### config.mk
export PLATFORM = sky130hd
export DESIGN_NAME = capture_pattern_tokenizer
export DESIGN_NICKNAME = d
export VERILOG_FILES = /design/src/rtl/cpt_pkg.sv /design/src/rtl/cpt_lexer.sv /design/src/rtl/cpt_res_stage.sv /design/src/rtl/capture_pattern_tokenizer.sv
export SDC_FILE = /design/constraint.sdc
export NUM_CORES = 1
export LEC_CHECK = 0
export BUFFER_PORTS_ARGS = -buffer_cell sky130_fd_sc_hd__buf_2
export CORE_MARGIN = 5
export CORE_UTILIZATION = 43
export DETAILED_ROUTE_END_ITERATION = 12
export PLACE_DENSITY_LB_ADDON = 0.1
export RECOVER_POWER = 25
export SLEW_MARGIN = 20
export SYNTH_ARGS = -nofsm -noshare
export SYNTH_HDL_FRONTEND = slang
export SYNTH_SLANG_ARGS = --single-unit
### constraint.sdc
create_clock -name clk -period 10.4 [get_ports clk]
set_clock_uncertainty 0.1 [all_clocks]
set_input_delay 0.52 -clock clk [delete_from_list [all_inputs] [get_ports clk]]
set_output_delay 0.52 -clock clk [all_outputs]
set_load 0.005 [all_outputs]
### src/rtl/cpt_pkg.sv
// Shared types and constants of the capture pattern tokenizer.
package cpt_pkg;

    localparam int BYTE_W  = 8;
    localparam int REG_W   = 16;
    localparam int TOTAL_W = 16;
    localparam int BCNT_W  = 17;
    localparam int INDEX_W = 2;

    // Special pattern characters.
    localparam logic [BYTE_W-1:0] CH_BSLASH  = 8'h5C;
    localparam logic [BYTE_W-1:0] CH_PERCENT = 8'h25;
    localparam logic [BYTE_W-1:0] CH_SLASH   = 8'h2F;

    // Configuration register indexes.
    localparam logic [INDEX_W-1:0] REG_MAX_BYTES    = 2'd0;
    localparam logic [INDEX_W-1:0] REG_MAX_TOKENS   = 2'd1;
    localparam logic [INDEX_W-1:0] REG_MAX_CAPTURES = 2'd2;

    localparam logic [REG_W-1:0] RST_MAX_BYTES    = 16'd4096;
    localparam logic [REG_W-1:0] RST_MAX_TOKENS   = 16'd256;
    localparam logic [REG_W-1:0] RST_MAX_CAPTURES = 16'd64;

    // Token kinds.
    localparam logic [1:0] KIND_LITERAL = 2'd0;
    localparam logic [1:0] KIND_FIELD   = 2'd1;
    localparam logic [1:0] KIND_DISCARD = 2'd2;

    // Final status codes.
    localparam logic [2:0] STAT_OK         = 3'd0;
    localparam logic [2:0] STAT_BAD_LENGTH = 3'd1;
    localparam logic [2:0] STAT_TRAIL_ESC  = 3'd2;
    localparam logic [2:0] STAT_UNCLOSED   = 3'd3;
    localparam logic [2:0] STAT_LIMIT      = 3'd4;
    localparam logic [2:0] STAT_NO_CAPTURE = 3'd5;

    typedef struct packed {
        logic [REG_W-1:0] max_pattern_bytes;
        logic [REG_W-1:0] max_tokens;
        logic [REG_W-1:0] max_captures;
    } cpt_cfg_t;

    typedef struct packed {
        logic [BYTE_W-1:0]  out_byte;
        logic               byte_valid;
        logic [1:0]         token_kind;
        logic               token_start;
        logic               done_res;
        logic [2:0]         status;
        logic [TOTAL_W-1:0] token_total;
        logic [TOTAL_W-1:0] capture_total;
        logic [TOTAL_W-1:0] slash_total;
    } cpt_result_t;

endpackage

### src/rtl/cpt_lexer.sv
// Pattern lexer: mode state, counters, error tracking and per-byte result.
module cpt_lexer #(
    parameter int COUNT_WIDTH = 16
) (
    input  logic                      clk,
    input  logic                      rst_n,
    input  logic                      accept,
    input  logic [cpt_pkg::BYTE_W-1:0] pattern_byte,
    input  logic                      is_last,
    input  cpt_pkg::cpt_cfg_t         cfg,
    output logic                      produce,
    output cpt_pkg::cpt_result_t      result
);
    import cpt_pkg::*;

    localparam int CMP_W = (COUNT_WIDTH > REG_W) ? COUNT_WIDTH : REG_W;

    typedef enum logic [1:0] {
        MODE_NORMAL,
        MODE_ESC,
        MODE_OPEN,
        MODE_NAME
    } lex_mode_t;

    lex_mode_t              mode_reg, mode_next;
    logic                   in_lit_reg, in_lit_next;
    logic [BCNT_W-1:0]      bcnt_reg, bcnt_next;
    logic [COUNT_WIDTH-1:0] tok_reg, tok_next;
    logic [COUNT_WIDTH-1:0] cap_reg, cap_next;
    logic [COUNT_WIDTH-1:0] slash_reg, slash_next;
    logic [2:0]             err_reg, err_next;

    logic                   bad_len;
    logic                   held;
    logic                   lit;
    logic                   ovf;
    logic                   close_tok;
    logic                   over_limit;
    logic [CMP_W-1:0]       tok_ext, cap_ext, slash_ext;

    always_comb
    begin
        mode_next   = mode_reg;
        in_lit_next = in_lit_reg;
        tok_next    = tok_reg;
        cap_next    = cap_reg;
        slash_next  = slash_reg;
        err_next    = err_reg;
        lit         = 1'b0;
        ovf         = 1'b0;
        close_tok   = 1'b0;
        result      = '0;

        // The byte count saturates once it reaches 2^16.
        bcnt_next = bcnt_reg[BCNT_W-1] ? bcnt_reg : bcnt_reg + 1'b1;
        bad_len   = bcnt_next > {1'b0, cfg.max_pattern_bytes};
        held      = (err_reg != STAT_OK) || bad_len;
        if ((err_reg == STAT_OK) && bad_len)
        begin
            err_next = STAT_BAD_LENGTH;
        end

        if (!held)
        begin
            unique case (mode_reg)
                MODE_NORMAL:
                begin
                    if (pattern_byte == CH_BSLASH)
                    begin
                        mode_next = MODE_ESC;
                    end
                    else if (pattern_byte == CH_PERCENT)
                    begin
                        in_lit_next = 1'b0;
                        mode_next   = MODE_OPEN;
                    end
                    else
                    begin
                        lit = 1'b1;
                    end
                end
                MODE_ESC:
                begin
                    mode_next = MODE_NORMAL;
                    lit       = 1'b1;
                end
                MODE_OPEN:
                begin
                    if (pattern_byte == CH_PERCENT)
                    begin
                        result.token_kind  = KIND_DISCARD;
                        result.token_start = 1'b1;
                        mode_next          = MODE_NORMAL;
                        close_tok          = 1'b1;
                        if (&tok_reg)
                        begin
                            ovf = 1'b1;
                        end
                        else
                        begin
                            tok_next = tok_reg + 1'b1;
                        end
                    end
                    else
                    begin
                        mode_next          = MODE_NAME;
                        result.out_byte    = pattern_byte;
                        result.byte_valid  = 1'b1;
                        result.token_kind  = KIND_FIELD;
                        result.token_start = 1'b1;
                    end
                end
                MODE_NAME:
                begin
                    if (pattern_byte == CH_PERCENT)
                    begin
                        mode_next = MODE_NORMAL;
                        close_tok = 1'b1;
                        if (&tok_reg)
                        begin
                            ovf = 1'b1;
                        end
                        else
                        begin
                            tok_next = tok_reg + 1'b1;
                        end
                        if (&cap_reg)
                        begin
                            ovf = 1'b1;
                        end
                        else
                        begin
                            cap_next = cap_reg + 1'b1;
                        end
                    end
                    else
                    begin
                        result.out_byte   = pattern_byte;
                        result.byte_valid = 1'b1;
                        result.token_kind = KIND_FIELD;
                    end
                end
                default:
                begin
                    mode_next = MODE_NORMAL;
                end
            endcase

            if (lit)
            begin
                if (!in_lit_reg)
                begin
                    in_lit_next        = 1'b1;
                    result.token_start = 1'b1;
                    if (&tok_reg)
                    begin
                        err_next = STAT_LIMIT;
                    end
                    else
                    begin
                        tok_next = tok_reg + 1'b1;
                    end
                end
                result.out_byte   = pattern_byte;
                result.byte_valid = 1'b1;
                result.token_kind = KIND_LITERAL;
                if ((pattern_byte == CH_SLASH) && !(&slash_reg))
                begin
                    slash_next = slash_reg + 1'b1;
                end
            end
        end

        tok_ext    = CMP_W'(tok_next);
        cap_ext    = CMP_W'(cap_next);
        slash_ext  = CMP_W'(slash_next);
        over_limit = (tok_ext > CMP_W'(cfg.max_tokens))
                  || (cap_ext > CMP_W'(cfg.max_captures));

        // Limits are tested when a discard or field token completes.
        if (close_tok && (ovf || over_limit))
        begin
            err_next = STAT_LIMIT;
        end

        if (is_last)
        begin
            result.done_res = 1'b1;
            if (bad_len)
            begin
                result.status = STAT_BAD_LENGTH;
            end
            else if (err_next != STAT_OK)
            begin
                result.status = err_next;
            end
            else if (mode_next == MODE_ESC)
            begin
                result.status = STAT_TRAIL_ESC;
            end
            else if ((mode_next == MODE_OPEN) || (mode_next == MODE_NAME))
            begin
                result.status = STAT_UNCLOSED;
            end
            else if (tok_ext > CMP_W'(cfg.max_tokens))
            begin
                result.status = STAT_LIMIT;
            end
            else if (cap_next == '0)
            begin
                result.status = STAT_NO_CAPTURE;
            end
            else
            begin
                result.status = STAT_OK;
            end
        end

        result.token_total   = tok_ext[TOTAL_W-1:0];
        result.capture_total = cap_ext[TOTAL_W-1:0];
        result.slash_total   = slash_ext[TOTAL_W-1:0];
        produce = !held || is_last;
    end

    always_ff @(posedge clk or negedge rst_n)
    begin
        if (!rst_n)
        begin
            mode_reg   <= MODE_NORMAL;
            in_lit_reg <= 1'b0;
            bcnt_reg   <= '0;
            tok_reg    <= '0;
            cap_reg    <= '0;
            slash_reg  <= '0;
            err_reg    <= STAT_OK;
        end
        else if (accept)
        begin
            if (is_last)
            begin
                // A new pattern starts from the reset state.
                mode_reg   <= MODE_NORMAL;
                in_lit_reg <= 1'b0;
                bcnt_reg   <= '0;
                tok_reg    <= '0;
                cap_reg    <= '0;
                slash_reg  <= '0;
                err_reg    <= STAT_OK;
            end
            else
            begin
                mode_reg   <= mode_next;
                in_lit_reg <= in_lit_next;
                bcnt_reg   <= bcnt_next;
                tok_reg    <= tok_next;
                cap_reg    <= cap_next;
                slash_reg  <= slash_next;
                err_reg    <= err_next;
            end
        end
    end

endmodule

### src/rtl/cpt_res_stage.sv
// Result register stage with valid/ready handshake toward the consumer.
module cpt_res_stage (
    input  logic                 clk,
    input  logic                 rst_n,
    input  logic                 load,
    input  cpt_pkg::cpt_result_t load_data,
    input  logic                 res_ready,
    output logic                 res_valid,
    output logic                 can_load,
    output cpt_pkg::cpt_result_t res_data
);
    import cpt_pkg::*;

    logic        valid_reg;
    cpt_result_t data_reg;

    assign can_load  = !valid_reg || res_ready;
    assign res_valid = valid_reg;
    assign res_data  = data_reg;

    always_ff @(posedge clk or negedge rst_n)
    begin
        if (!rst_n)
        begin
            valid_reg <= 1'b0;
        end
        else if (can_load)
        begin
            valid_reg <= load;
        end
    end

    always_ff @(posedge clk)
    begin
        if (can_load && load)
        begin
            data_reg <= load_data;
        end
    end

endmodule

### src/rtl/capture_pattern_tokenizer.sv
// Capture pattern tokenizer: splits pattern bytes into literal, field and discard tokens.
// Latency: a result appears in the cycle after its request is accepted (one register stage).
// Throughput: one request per cycle while the consumer takes results; the result register
// is the only buffer, so the request side stalls only while a result waits unread.
// Bytes past an error or past the byte limit produce no result, except the last byte of a pattern.
// Reset (rst_n low, asynchronous) clears all pattern state and the result valid, and loads
// the limit registers with 4096 bytes, 256 tokens and 64 captures.
module capture_pattern_tokenizer #(
    parameter int COUNT_WIDTH = 16
) (
    input  logic                          clk,
    input  logic                          rst_n,
    // Request channel.
    input  logic                          req_valid,
    output logic                          req_ready,
    input  logic [cpt_pkg::BYTE_W-1:0]    pattern_byte,
    input  logic                          is_last,
    // Result channel.
    output logic                          res_valid,
    input  logic                          res_ready,
    output logic [cpt_pkg::BYTE_W-1:0]    out_byte,
    output logic                          byte_valid,
    output logic [1:0]                    token_kind,
    output logic                          token_start,
    output logic                          done_res,
    output logic [2:0]                    status,
    output logic [cpt_pkg::TOTAL_W-1:0]   token_total,
    output logic [cpt_pkg::TOTAL_W-1:0]   capture_total,
    output logic [cpt_pkg::TOTAL_W-1:0]   slash_total,
    // Configuration write port.
    input  logic                          cfg_we,
    input  logic [cpt_pkg::INDEX_W-1:0]   cfg_index,
    input  logic [cpt_pkg::REG_W-1:0]     cfg_data
);
    import cpt_pkg::*;

    cpt_cfg_t    cfg_reg;
    logic        accept;
    logic        produce;
    cpt_result_t lex_result;
    cpt_result_t res_data;

    // Limit registers. Writes to an index past the last register are dropped.
    always_ff @(posedge clk or negedge rst_n)
    begin
        if (!rst_n)
        begin
            cfg_reg.max_pattern_bytes <= RST_MAX_BYTES;
            cfg_reg.max_tokens        <= RST_MAX_TOKENS;
            cfg_reg.max_captures      <= RST_MAX_CAPTURES;
        end
        else if (cfg_we)
        begin
            unique case (cfg_index)
                REG_MAX_BYTES:    cfg_reg.max_pattern_bytes <= cfg_data;
                REG_MAX_TOKENS:   cfg_reg.max_tokens        <= cfg_data;
                REG_MAX_CAPTURES: cfg_reg.max_captures      <= cfg_data;
                default:          cfg_reg                   <= cfg_reg;
            endcase
        end
    end

    // A request is taken whenever the result register is free or is being emptied
    // in the same cycle, so a full-rate consumer sees one result per cycle.
    assign accept = req_valid && req_ready;

    // The lexer updates its state on each accepted request and computes the result
    // combinationally from the request and the current state.
    cpt_lexer #(
        .COUNT_WIDTH (COUNT_WIDTH)
    ) u_lexer (
        .clk          (clk),
        .rst_n        (rst_n),
        .accept       (accept),
        .pattern_byte (pattern_byte),
        .is_last      (is_last),
        .cfg          (cfg_reg),
        .produce      (produce),
        .result       (lex_result)
    );

    // Suppressed bytes load an empty slot, so no result is shown for them.
    cpt_res_stage u_res_stage (
        .clk       (clk),
        .rst_n     (rst_n),
        .load      (accept && produce),
        .load_data (lex_result),
        .res_ready (res_ready),
        .res_valid (res_valid),
        .can_load  (req_ready),
        .res_data  (res_data)
    );

    assign out_byte      = res_data.out_byte;
    assign byte_valid    = res_data.byte_valid;
    assign token_kind    = res_data.token_kind;
    assign token_start   = res_data.token_start;
    assign done_res      = res_data.done_res;
    assign status        = res_data.status;
    assign token_total   = res_data.token_total;
    assign capture_total = res_data.capture_total;
    assign slash_total   = res_data.slash_total;

endmodule

==> flow_metrics.py <==
metrics = {
    "run_status": {
        "outcome": "finished with violations",
        "violations": "max-capacitance violations, max-slew violations",
    },
    "placement": {
        "dp_slack_ns": 3.620,
        "place.gp.congestion": 0.8476,
        "dp.cells": 1353,
        "dp_hpwl_um": 17730,
        "placement.io_buffers": 97,
        "placed_cell_area_sq_mm": 0.01075,
    },
    "global_routing": {
        "antenna_found_initial": 0,
        "grt_usage_pct": 18.95,
        "overflow": 0,
        "grt_use_met3_pct": 3.113,
        "grt_pass1_wl_um": 39340,
        "grt_max_degree": 74,
        "top_usage_layer": "met2",
        "grt_pass1_vias": 7029,
        "use_met2_pct": 29.44,
        "use_met1_pct": 27.88,
    },
    "final_layout": {
        "design_area_sq_mm": 0.01131,
        "drive_gt1_share_pct": 17.35,
        "area_delta_synth_final_pct": 12.99,
        "utilization_pct": 49.64,
        "multi_input_area_sq_mm": 0.004634,
        "largest_reg_flops": 64,
        "n_fill_cell": 2156,
        "num_antenna_cells": 0,
        "ff_latch_area_sq_mm": 0.004928,
        "fin_nets": 1143,
        "fin_cells": 1385,
    },
    "floorplanning": {
        "ios": 98,
        "rows": 55,
        "initial_utilization_pct": 43.93,
        "die_y_um": 162.6,
        "die_area_sq_mm": 0.02642,
        "die_w_um": 162.6,
        "core-area_sq_mm": 0.02278,
    },
    "sta": {
        "worst_slack_ns": 3.422,
        "tightest_slew_ns": 2.772,
        "maxSlewHeadroom_pct": -84.83,
        "fmax_mhz": 143.3,
        "drv_slew": 102,
        "hold-worst-slack_ns": 0.2184,
        "min_period_over_period_pct": 67.10,
        "rsz0062_at_grt": "false",
        "finalHoldViolCount": 0,
        "fin_setup_tns_ns": 0,
        "fin_crit_ns": 6.978,
        "finalSetupViolCount": 0,
    },
    "cts": {
        "cts_root_buffer": "clkbuf_16",
        "clk-insertion-delay-late_ns": 0.44,
        "post_cts.repair.setup_buffers": 0,
        "cts.clk_slew.worst_paths_ns": 0.08,
        "cts-buffers-inserted": 17,
        "cts_tree": "yes",
        "clock-sinks": 184,
        "postCtsHoldBufs": 0,
        "cts_buffer_depth": 2,
        "ctsHtreeMaxLevel": 4,
        "post_cts_resized": 0,
    },
    "synth": {
        "synth.distinct_cells": 75,
        "yosys.area.top_type_share_pct": 29.26,
        "synth_edf_count": 64,
        "synth_seq_area_share_pct": 49.25,
        "post-synth-top-area-cell": "dfrtp_1",
        "synth.avg_cell_area_sq_um": 10.20,
        "synthCells": 981,
        "syn_area_sq_mm": 0.01001,
        "yosysWarnings": 0,
        "synthFlopType": "dfrtp_1",
        "syn_nets": 1065,
        "ys_ff_latch": 184,
        "synth.area.top_cells": "dfrtp_1, edfxtp_1, ha_1",
        "async_flop_share_pct": 65.22,
    },
    "critical_path": {
        "crit_arrival_ns": 7.16,
        "critPathLaunchType": "register",
        "reg2reg_from": "u_lexer.bcnt_reg[0]",
        "crit_path_frequent_cell": "ha_1",
        "crit_type": "reg2reg",
        "setup.worst_path.end_class": "register",
        "worstPathCellList": "ha_1 -> nand2b_1 -> nor2_1 -> and3_1 -> xor2_1 -> ha_1 -> nand4_1 -> nor3_1 -> a2111oi_0 -> o221a_2 -> nand2_1 -> nor2_1 -> and4_1 -> nand3_1 -> xnor2_1 -> ha_1 -> a21oi_1 -> nand2_1 -> a211o_1 -> a21oi_1 -> o221ai_1 -> nor3_1 -> nand4_1 -> o21ai_1",
        "slowest_delay_ns": 0.80,
        "critPathSlowestCell": "a2111oi_0",
        "startpoint": "u_lexer.bcnt_reg[0]",
        "required_ns": 10.58,
        "cp_max_fo": 9,
    },
    "power": {
        "total_power_mw": 1.750,
        "p_per_area_mw_per_mm2": 154.8,
        "power.leakage_nw": 4.937,
        "vdd.ir_drop.worst_mv": 0.09108,
    },
    "route": {
        "vias": 7559,
        "drc_errors": 0,
        "vias_per_cell": 5.458,
        "drtIter0Drc": 403,
        "ant_nets": 0,
        "drt_first_pass_iters": 5,
        "wire_per_inst_um": 17.93,
        "wirelength_um": 24840,
    },
    "hold_path": {
        "holdCritPathClass": "in2reg",
        "worstHoldStart": "cfg_data[5]",
    },
    "run": {
        "max_cap_violations": 2,
    },
}
==> report_power, final <==
part | leakage [nW] | internal, mW | switching (mW)
Clock | 0.284 | 0.322 | 0.323
Combinational | 2.46 | 0.0967 | 0.146
Sequential | 2.19 | 0.824 | 0.0397
Total | 4.94 | 1.24 | 0.508
==> final timing paths <==
check                                                end  slack (ns)  cells past startpoint
worst min register to register               cfg_reg[23]        0.41                      1
worst min-delay path                         cfg_reg[37]        0.22                      3
max in group asynchronous             u_lexer.cap_reg[4]        7.22                      2
min in group asynchronous                    cfg_reg[34]        0.86                      1
worst max register to register  u_res_stage.res_data[48]        3.42                     24
worst max-delay path            u_res_stage.res_data[48]        3.42                     24
==> critical path, delay by kind of cell (launching register included) <==
family,cells,cell delay (ns)
DFF,1,0.40
adders and majority gates,3,0.76
and+or+nand+nor,12,2.68
xor gates and xnor gates,2,0.38
AOI/OAI and AO/OA,7,2.47
==> placed cells by master (no fill, tap or decap), drive strengths merged, types with 5 or more instances in the layout <==
cell      n
xor2     22
inv      72
nand4    26
xnor2    32
o22ai     7
nand3    34
dfrtp   117
a31oi     8
or3       8
ha       52
nor2     60
o31ai    16
edfxtp   64
and4      6
and2      5
nand3b    7
and3     19
nor4      9
clkbuf   36
nor3     22
o21ai    79
clkinv    7
a21oi    37
o41ai     5
or2       5
buf      87
mux2i    17
nand2   106
a22o     21
mux2     37
==> cells in the mapped netlist, types with 5 or more instances <==
cell type,n
dfrtp_1,117
nand2_1,105
o21ai_0,76
inv_1,65
edfxtp_1,64
nor2_1,57
ha_1,52
a21oi_1,37
mux2_2,37
clkbuf_1,36
nand3_1,34
xnor2_1,32
nand4_1,26
xor2_1,22
a22o_1,21
nor3_1,20
and3_1,17
mux2i_1,17
o31ai_1,16
a31oi_1,8
nand3b_1,7
nor4_1,7
o22ai_1,7
and4_1,6
or3_1,6
and2_1,5
o41ai_1,5
==> cell type report <==
type / instances / share of cell area, %
tap: 313 / 3.464
timing repair buffer: 106 / 4.636
sequential: 184 / 43.59
clock buffer: 17 / 3.762
multi-input combinational: 685 / 40.99
clock inverter: 15 / 1.405
inverter: 65 / 2.158
==> metal layers <==
layer,up-vias,part of all wire (%),wire length [um]
li1,3703,-,-
met1,3657,49,12200
met2,180,45,11190
met3,19,4.9,1205
met4,0,0.97,241
met5,-,0,0
==> kinds of logic after synthesis <==
logic type	synth area share, %
AO/OA/AOI/OAI	12.35
XOR/XNOR	4.726
adder cells (fa/ha/maj)	6.502
buffers and inverters	4.614
flip-flops	49.25
multiplexers	5.864
AND/OR/NAND/NOR	16.69
Power figures use the tool's default switching activity.
